==> src/rtl/kmt_pkg.sv <==
// Shared types and codes for the key membership table.
// Depends on nothing; imported by the top level.
package kmt_pkg;

  localparam int KEY_W  = 64;
  localparam int FILL_W = 5;

  // request codes
  localparam logic [1:0] REQ_ADD    = 2'd0;
  localparam logic [1:0] REQ_REMOVE = 2'd1;
  localparam logic [1:0] REQ_CLEAR  = 2'd2;
  localparam logic [1:0] REQ_QUERY  = 2'd3;

  // result status codes
  localparam logic [1:0] ST_DONE    = 2'd0;
  localparam logic [1:0] ST_FULL    = 2'd1;
  localparam logic [1:0] ST_ABSENT  = 2'd2;
  localparam logic [1:0] ST_PRESENT = 2'd3;

  typedef struct packed {
    logic [1:0]       req_type;
    logic [KEY_W-1:0] key;
  } req_t;

  typedef struct packed {
    logic [1:0]        status;
    logic [FILL_W-1:0] fill_count;
  } rsp_t;

endpackage

==> src/rtl/kmt_ram.sv <==
// Generic single-write, single-read RAM with registered read data.
// No dependencies.
module kmt_ram #(
  parameter int WIDTH = 64,
  parameter int DEPTH = 16,
  localparam int AW = (DEPTH > 1) ? $clog2(DEPTH) : 1
) (
  input  logic             clk,
  input  logic             we,
  input  logic [AW-1:0]    waddr,
  input  logic [WIDTH-1:0] wdata,
  input  logic [AW-1:0]    raddr,
  output logic [WIDTH-1:0] rdata
);

  logic [WIDTH-1:0] mem [DEPTH];

  always_ff @(posedge clk) begin
    if (we) begin
      mem[waddr] <= wdata;
    end
    rdata <= mem[raddr];
  end

endmodule

==> src/rtl/key_membership_table_top.sv <==
// Key membership table: unordered key set with swap-remove and fill count.
// Depends on kmt_pkg (types, codes) and kmt_ram (key storage).
//
// channel | dir | handshake            | payload
// --------+-----+----------------------+------------------------------
// req     | in  | req_valid/req_ready  | kmt_pkg::req_t {req_type, key}
// rsp     | out | rsp_valid/rsp_ready  | kmt_pkg::rsp_t {status, fill_count}
//
// Steps: add and clear need no scan; remove and query answer absent on an
//   empty table, else scan the entries from index 0 upward; a remove that
//   hits below the last entry then reads the last entry and moves it into
//   the freed slot. The single RAM read port and one shared KEY_BITS
//   comparator walk one entry per cycle.
// Reset: clears the fill count and control state only; key storage is not
//   cleared, as entries are only ever read below the count.
// Stalls: one request at a time; a finished result waits in the output
//   register, and a new request is taken while it waits.
module key_membership_table_top
  import kmt_pkg::*;
#(
  parameter int ENTRIES  = 16,
  parameter int KEY_BITS = 64
) (
  input  logic clk,
  input  logic rst,
  input  logic req_valid,
  output logic req_ready,
  input  req_t req,
  output logic rsp_valid,
  input  logic rsp_ready,
  output rsp_t rsp
);

  localparam int AW = (ENTRIES > 1) ? $clog2(ENTRIES) : 1;
  localparam int CW = $clog2(ENTRIES + 1);

  localparam logic [2:0] S_IDLE = 3'd0;
  localparam logic [2:0] S_SCAN = 3'd1;
  localparam logic [2:0] S_LAST = 3'd2;
  localparam logic [2:0] S_MOVE = 3'd3;
  localparam logic [2:0] S_RESP = 3'd4;

  logic [2:0]          state;
  logic [CW-1:0]       count;
  logic [KEY_BITS-1:0] key_q;
  logic [1:0]          op_q;
  logic [1:0]          res_status;
  logic [AW-1:0]       rd_idx;   // read issue pointer
  logic [AW-1:0]       cmp_idx;  // entry whose data is on rdata
  logic [AW-1:0]       hit_idx;
  logic                iss_active;
  logic                cmp_valid;

  logic                we;
  logic [AW-1:0]       waddr;
  logic [KEY_BITS-1:0] wdata;
  logic [AW-1:0]       raddr;
  logic [KEY_BITS-1:0] rdata;

  logic [CW-1:0]       cnt_m1;
  logic [AW-1:0]       last_idx;
  logic                full;
  logic                hit;
  logic [CW+FILL_W-1:0] cnt_ext;
  logic                rsp_load;

  assign cnt_m1   = count - 1'b1;
  assign last_idx = cnt_m1[AW-1:0];
  assign full     = (count >= CW'(ENTRIES));
  assign hit      = cmp_valid && (rdata == key_q);
  assign cnt_ext  = {{FILL_W{1'b0}}, count};

  assign req_ready = (state == S_IDLE);

  // output register takes a new result when empty or draining this cycle
  assign rsp_load = (state == S_RESP) && (!rsp_valid || rsp_ready);

  // Single write port: append on add, swap-in of the last entry on remove.
  always_comb begin
    we    = 1'b0;
    waddr = count[AW-1:0];
    wdata = req.key[KEY_BITS-1:0];
    if (state == S_MOVE) begin
      we    = 1'b1;
      waddr = hit_idx;
      wdata = rdata;
    end else if (state == S_IDLE && req_valid && req.req_type == REQ_ADD && !full) begin
      we = 1'b1;
    end
  end

  // Read port: scan pointer, or the last entry before a swap-remove.
  assign raddr = (state == S_LAST) ? last_idx : rd_idx;

  kmt_ram #(
    .WIDTH (KEY_BITS),
    .DEPTH (ENTRIES)
  ) u_store (
    .clk   (clk),
    .we    (we),
    .waddr (waddr),
    .wdata (wdata),
    .raddr (raddr),
    .rdata (rdata)
  );

  always_ff @(posedge clk) begin
    if (rst) begin
      state      <= S_IDLE;
      count      <= '0;
      rsp_valid  <= 1'b0;
      iss_active <= 1'b0;
      cmp_valid  <= 1'b0;
    end else begin
      if (rsp_load) begin
        rsp_valid <= 1'b1;
      end else if (rsp_ready) begin
        rsp_valid <= 1'b0;
      end
      case (state)
        S_IDLE: begin
          if (req_valid) begin
            key_q     <= req.key[KEY_BITS-1:0];
            op_q      <= req.req_type;
            rd_idx    <= '0;
            cmp_valid <= 1'b0;
            case (req.req_type)
              REQ_ADD: begin
                if (!full) begin
                  count      <= count + 1'b1;
                  res_status <= ST_DONE;
                end else begin
                  res_status <= ST_FULL;
                end
                state <= S_RESP;
              end
              REQ_CLEAR: begin
                count      <= '0;
                res_status <= ST_DONE;
                state      <= S_RESP;
              end
              default: begin
                // remove or query: walk the stored entries
                if (count == '0) begin
                  res_status <= ST_ABSENT;
                  state      <= S_RESP;
                end else begin
                  iss_active <= 1'b1;
                  state      <= S_SCAN;
                end
              end
            endcase
          end
        end
        S_SCAN: begin
          // issue one read per cycle, compare the previous read's data
          if (hit) begin
            iss_active <= 1'b0;
            cmp_valid  <= 1'b0;
            if (op_q == REQ_QUERY) begin
              res_status <= ST_PRESENT;
              state      <= S_RESP;
            end else if (cmp_idx == last_idx) begin
              // last entry goes: nothing to move
              count      <= cnt_m1;
              res_status <= ST_DONE;
              state      <= S_RESP;
            end else begin
              hit_idx <= cmp_idx;
              state   <= S_LAST;
            end
          end else if (cmp_valid && cmp_idx == last_idx) begin
            iss_active <= 1'b0;
            cmp_valid  <= 1'b0;
            res_status <= ST_ABSENT;
            state      <= S_RESP;
          end else begin
            if (iss_active) begin
              if (rd_idx == last_idx) begin
                iss_active <= 1'b0;
              end else begin
                rd_idx <= rd_idx + 1'b1;
              end
            end
            cmp_valid <= iss_active;
            cmp_idx   <= rd_idx;
          end
        end
        S_LAST: begin
          state <= S_MOVE;
        end
        S_MOVE: begin
          count      <= cnt_m1;
          res_status <= ST_DONE;
          state      <= S_RESP;
        end
        S_RESP: begin
          if (rsp_load) begin
            rsp.status     <= res_status;
            rsp.fill_count <= cnt_ext[FILL_W-1:0];
            state          <= S_IDLE;
          end
        end
        default: begin
          state <= S_IDLE;
        end
      endcase
    end
  end

`ifndef SYNTHESIS
  a_count_range: assert property (@(posedge clk) disable iff (rst)
    count <= CW'(ENTRIES))
    else $error("fill count above table size");

  a_scan_nonempty: assert property (@(posedge clk) disable iff (rst)
    (state == S_SCAN) |-> (count != '0))
    else $error("scan running on an empty table");

  a_write_when: assert property (@(posedge clk) disable iff (rst)
    we |-> ((state == S_IDLE && !full) || state == S_MOVE))
    else $error("store written outside add or swap");

  a_rsp_hold: assert property (@(posedge clk) disable iff (rst)
    (state == S_RESP && rsp_valid && !rsp_ready) |=> (state == S_RESP))
    else $error("result dropped while output stalled");

  a_move_count: assert property (@(posedge clk) disable iff (rst)
    (state == S_MOVE) |=> (count == $past(count) - 1'b1))
    else $error("swap-remove did not decrement count");
`endif

endmodule
==> config.mk <==
export PLATFORM = sky130hd
export DESIGN_NAME = key_membership_table_top
export DESIGN_NICKNAME = d
export VERILOG_FILES = /design/src/rtl/kmt_pkg.sv /design/src/rtl/kmt_ram.sv /design/src/rtl/key_membership_table_top.sv
export SDC_FILE = /design/constraint.sdc
export NUM_CORES = 2
export LEC_CHECK = 0
export ABC_AREA = 1
export BUFFER_PORTS_ARGS = -buffer_cell sky130_fd_sc_hd__buf_2
export CAP_MARGIN = 40
export CORE_MARGIN = 5
export CORE_UTILIZATION = 34
export CTS_BUF_LIST = sky130_fd_sc_hd__clkbuf_4 sky130_fd_sc_hd__clkbuf_8
export DETAILED_ROUTE_END_ITERATION = 12
export SYNTH_ARGS = -nofsm -noshare
export SYNTH_HDL_FRONTEND = slang
export SYNTH_SLANG_ARGS = --single-unit
==> constraint.sdc <==
create_clock -name clk -period 13.25 [get_ports clk]
set_input_delay 1.325 -clock clk [delete_from_list [all_inputs] [get_ports clk]]
set_output_delay 1.325 -clock clk [all_outputs]
set_load 0.02 [all_outputs]
Word-level counts from Yosys, hierarchy flattened
Memory sizes are Yosys's and may differ from the RTL's. A register that Yosys moved wholly into a read port is not among the register bits.
Cells that the tools add are included.
- register bits: 98
- bits in latches: 0
- RAM bits: 1024
- ROM bits: 0
- input port bits: 70
- logic and storage cells: 126
- memories: 1
- add/subtract/negate cells: 3
- $mul: 0
- divide/modulo/power cells: 0
- order comparisons: 1
- equal/unequal tests: 25
- shift-type cells: 0
- muxes and demuxes: 52
- bitwise operators: 5
- reduce and logical (&&, ||, !) cells: 26
- memory list (memory ; words ; bits a word ; rd ports ; clocked after memory_dff ; wr ports ; line ; RTL):
    u_store.mem ; 16 ; 64 ; 1 ; 1 ; 1 ; kmt_ram.sv:16 ; logic [WIDTH-1:0] mem [DEPTH];
- operator list (operator ; count):
    $eq 64x64->1 ; 1
    $mux 64 ; 1
    $mux 4 ; 7
    $mux 5 ; 5
    $mux 3 ; 8
    $ne 2x2->1 const B ; 11
    $mux 1 ; 17
    $pmux 3 s5 ; 1
    $pmux 5 s3 ; 1
    $reduce_and 7->1 ; 2
    $mux 2 ; 6
    $pmux 5 s2 ; 1
    $reduce_and 3->1 ; 3
    $eq 4x4->1 ; 2
    $pmux 4 s2 ; 1
    $reduce_and 4->1 ; 2
    $eq 3x2->1 const B ; 2
    $logic_and 1x1->1 ; 6
    $ne 3x3->1 const B ; 2
    $pmux 2 s3 ; 1
    $reduce_and 6->1 ; 1
    $add 5x1->5 const B ; 1
    $ge 5x5->1 const B ; 1
    $logic_not 5->1 ; 1
    other kinds (20) ; 28

Longest topological paths before layout
- depth after elaboration: 8
- depth in mapped cells: 15
- depth with buffers taken out: 14

Hierarchy
A second synthesis with hierarchy kept.
- cell total of the unflattened synthesis: 4935
- area total of the unflattened synthesis: 50967.6 µm²
- by module, submodules not included (module ; times used ; cells an instance ; area each (µm²)):
    kmt_ram ; 1 ; 4210 ; 45285.9
    key_membership_table_top ; 1 ; 725 ; 5681.7

Least setup slack after synthesis
OpenSTA, ideal clock, no wires.
- path kind: input -> register
- start point: in req[65] (netlist name)
- end point: mem u_store.mem[0][0] (enable)
- data arrival time: 4.903 ns
- required time: 12.763 ns
- path slack: 7.860 ns
- stages: 4
- path through: or2_2 > o31ai_1 > nand3_1 > nor2_1
- cells in the longest elaborated chain, start to end: 7
- ends and longest elaborated chain (item ; line ; RTL):
    start, declared ; key_membership_table_top.sv:28 ; input req_t req,
    $logic_not 2->1 ; key_membership_table_top.sv:87 ; end else if (state == S_IDLE && req_valid && req.req_type == REQ_ADD && !full) begin
    $logic_and 1x1->1 (2 in a row) ; key_membership_table_top.sv:87 ;
    $mux 1 ; key_membership_table_top.sv:87 ;
    $mux 1 ; key_membership_table_top.sv:83 ; if (state == S_MOVE) begin
    $mux 1 ; kmt_ram.sv:19 ; if (we) begin
    $mux 1 (implied by the code) ; kmt_ram.sv:20 ; mem[waddr] <= wdata;
    end, declared ; kmt_ram.sv:16 ;
Every way passes these cells.

Worst setup path after layout
- start point: reg state[1]
- end point: reg u_store.rdata[21], read port of u_store.mem
- cells in the longest elaborated chain, start to end: 2
- ends and longest elaborated chain (item ; line ; RTL):
    start, declared ; key_membership_table_top.sv:43 ; logic [2:0] state;
    start signal, assigned ; key_membership_table_top.sv:109 ; state <= S_IDLE;
    start signal, assigned ; key_membership_table_top.sv:135 ; state <= S_RESP;
    start signal, assigned ; key_membership_table_top.sv:140 ; state <= S_RESP;
    $eq 3x2->1 ; key_membership_table_top.sv:93 ; assign raddr = (state == S_LAST) ? last_idx : rd_idx;
    $mux 4 ; key_membership_table_top.sv:93 ;
    end, declared ; kmt_ram.sv:13 ; output logic [WIDTH-1:0] rdata
Every way passes these cells.
A chain may end at the register's enable or synchronous reset.

==> summary.txt <==
Status -> completed
Syn Nets -> 3,606
Final ANT Viol Nets -> 0
Routed WL per cell -> 22.6 um
Worst path slowest cell -> buf_4
Post-synth EDFFs -> 1,111
I/O Buffers -> 78
Seq/Total Area, Yosys -> 75.1%
Synth Register Bits -> 1,186
RSZ-0062 raised after global routing -> no
Via Count -> 29,800
Initial drt markers -> 3,155
Slew @ Worst Pin -> 987 ps
Final Wtd Congestion -> 0.784
Starting Density -> 34.2%
Layout fillers -> 12,600
CP max stage delay -> 760 ps
Fraction of layout cells with a size suffix above 1 -> 14.4%
R2R setup slack -> 8860 ps
# setup viols final -> 0
Max Slew Vio Count -> 0
CP cell instances -> nand2_1 > nor2_4 > inv_2 > nand2_2 > nand2_8 > inv_16 > buf_4 > buf_4 > o21ai_0 > o221ai_1 > o211ai_1 > nand2_1
Drt total wl -> 127,000 um
Buf/Inv on CP -> 4
Total global routing overflow -> 0
Hold wc startpoint -> res_status[1]
Crit path from -> state[1]
Setup Crit Path Kind -> reg -> reg
Hold Vio Cnt, Final -> 0
Critical Path RT -> 14,040 ps
TritonCTS buffer count -> 186
Top Ports -> 79
DP Wirelength -> 70,400 um
First-pass GRT wire length -> 187,000 um
Most frequent cells in the layout -> edfxtp_1, nor2_1, o21ai_0
Post-CTS sizing -> 0
PD cells -> 172 nW/um^2
Drt pass-1 iters -> 5
Most common cell after layout, fill and taps aside -> edfxtp_1
Vias per cell -> 5.29
Drt drc -> 0
Clock-pin slew on the worst setup and hold paths -> 60 ps
CP Capture Type -> flip-flop
Synth Cell Area -> 46,400 sq um
Initial antenna violation count -> 6
Worst Path Max Fanout -> 181
Final min period -> 4390 ps
Clock Latency Late Sink -> 860 ps
Worst R2R Start -> state[1]
Row Count -> 135
Levels on crit path -> 12
Kind of start point of the critical path -> flip-flop
Hold_buf cts -> 0
Worst min path class -> reg -> reg
Storage cell area -> 34,900 sq um
Postcts setup bufs -> 0
Die width -> 380 um
Main synth FF type -> edfxtp_1
Area Growth Syn to Fin -> 15.1%
Post-layout util -> 39.4%
Clk buf depth -> 3
Vias in the first global route -> 28,800
Cells after synthesis -> 3,532
Sum Neg Setup Slack -> 0 ps
Synth cell types -> 39
Slew HR -> 34.2%
Hold Path Cell Cnt -> 0
CTS Sinks -> 1,186
Fin crit share -> 33.1%
Setup Skew -> 28.3 ps
Multi-input logic area -> 10,200 sq um
Core Region -> 136,000 sq um
Warnings, synthesis -> 0
Mean post-synth cell area -> 13.1 sq um
Post-synth ARST share -> 0%
Worst EP arrival -> 5180 ps
Die ar. -> 144,000 sq um
Fmax -> 0.228 GHz
Worst R2R Path Depth -> 12
Clock root cell -> clkbuf_8
Die height -> 380 um
Nets -> 3,763
Largest net degree at the start of global routing -> 182
CTS tree -> built
Max-cap violations -> 0
Leak -> 18.0 nW
H-tree depth -> 4
Max VDD drop -> 130 uV
Largest delay contributor family on the critical path -> buffers and inverters
Total global-route track usage -> 17.0%
## cell type report
type | count | share of cell area [%]
Clock buffer | 280 | 6.31
Clock inverter | 61 | 0.977
Tap cell | 1781 | 4.17
Antenna cell | 4 | 0.0187
Multi-Input combinational cell | 1987 | 19.0
Inverter | 136 | 1.01
Timing Repair Buffer | 192 | 3.22
Sequential cell | 1186 | 65.3
## Yosys cell counts, types with 14 or more instances
| library cell | count | area share (%) |
|---|---|---|
| buf_2 | 97 | 1.0 |
| buf_4 | 17 | 0.27 |
| clkbuf_1 | 92 | 0.74 |
| clkbuf_2 | 14 | 0.15 |
| dfxtp_1 | 75 | 3.2 |
| edfxtp_1 | 1111 | 72 |
| inv_1 | 129 | 1.0 |
| nand2_1 | 330 | 2.7 |
| nand3_1 | 65 | 0.70 |
| nor2_1 | 594 | 4.8 |
| o211ai_1 | 81 | 1.3 |
| o21ai_0 | 497 | 5.4 |
| o21ai_1 | 84 | 0.91 |
| o221ai_1 | 176 | 3.3 |
| o22ai_1 | 84 | 1.1 |
## sequential cells by signal, indices dropped and copies added, names as in the netlist, 2 cells and up
signal	count
op_q	2
count	5
state	3
rd_idx	4
hit_idx	4
u_store.mem	1024
rsp	7
key_q	64
cmp_idx	4
u_store.rdata	64
res_status	2
## layer usage
layer  routed length, um  GRT usage (%)  up-vias  part of all wire [%]
li1                    -              -    13400                     -
met3               10200           3.92      189                   8.0
met2               58900           26.5     1210                    46
met5                   0              0        -                     0
met4                3680           6.53        0                   2.9
met1               54500           23.2    14900                    43
## worst paths after layout
kind                       end
max          u_store.rdata[21]
min                     rsp[6]
max reg2reg  u_store.rdata[21]
min reg2reg             rsp[6]
## cells by family (layout without fill, tap and decap cells)
logic type | after synthesis | count (layout) | synth area share, %
flops | 1186 | 1186 | 75.1
simple gates | 1009 | 1009 | 8.46
compound gates | 943 | 943 | 12.3
buf+inv | 359 | 669 | 3.34
xor+xnor | 18 | 18 | 0.340
mux | 13 | 13 | 0.315
fa+ha+maj | 4 | 4 | 0.108
other cells | 0 | 4 | 0
## where the power goes
part	leakage, nW	switching [W]	internal [W]
registers	10.6	0.0000944	0.00428
clock network	2.07	0.00143	0.00180
logic	5.25	0.00115	0.000436
## stage by stage
step	area (sq um)	instances	power [W]	setup WS (ps)	hold WS [ps]
5_1_grt	53400	5625	0.00959	8530	453
2_1_floorplan	46400	3532	0.00544	7860	400
6_report	53400	5627	0.00918	8860	442
3_5_place_dp	49500	5281	0.00602	8230	422
4_1_cts	53400	5622	0.00924	8890	445
3_3_place_gp	48700	5229	0.00597	8030	429
Power figures use the tool's default switching activity.
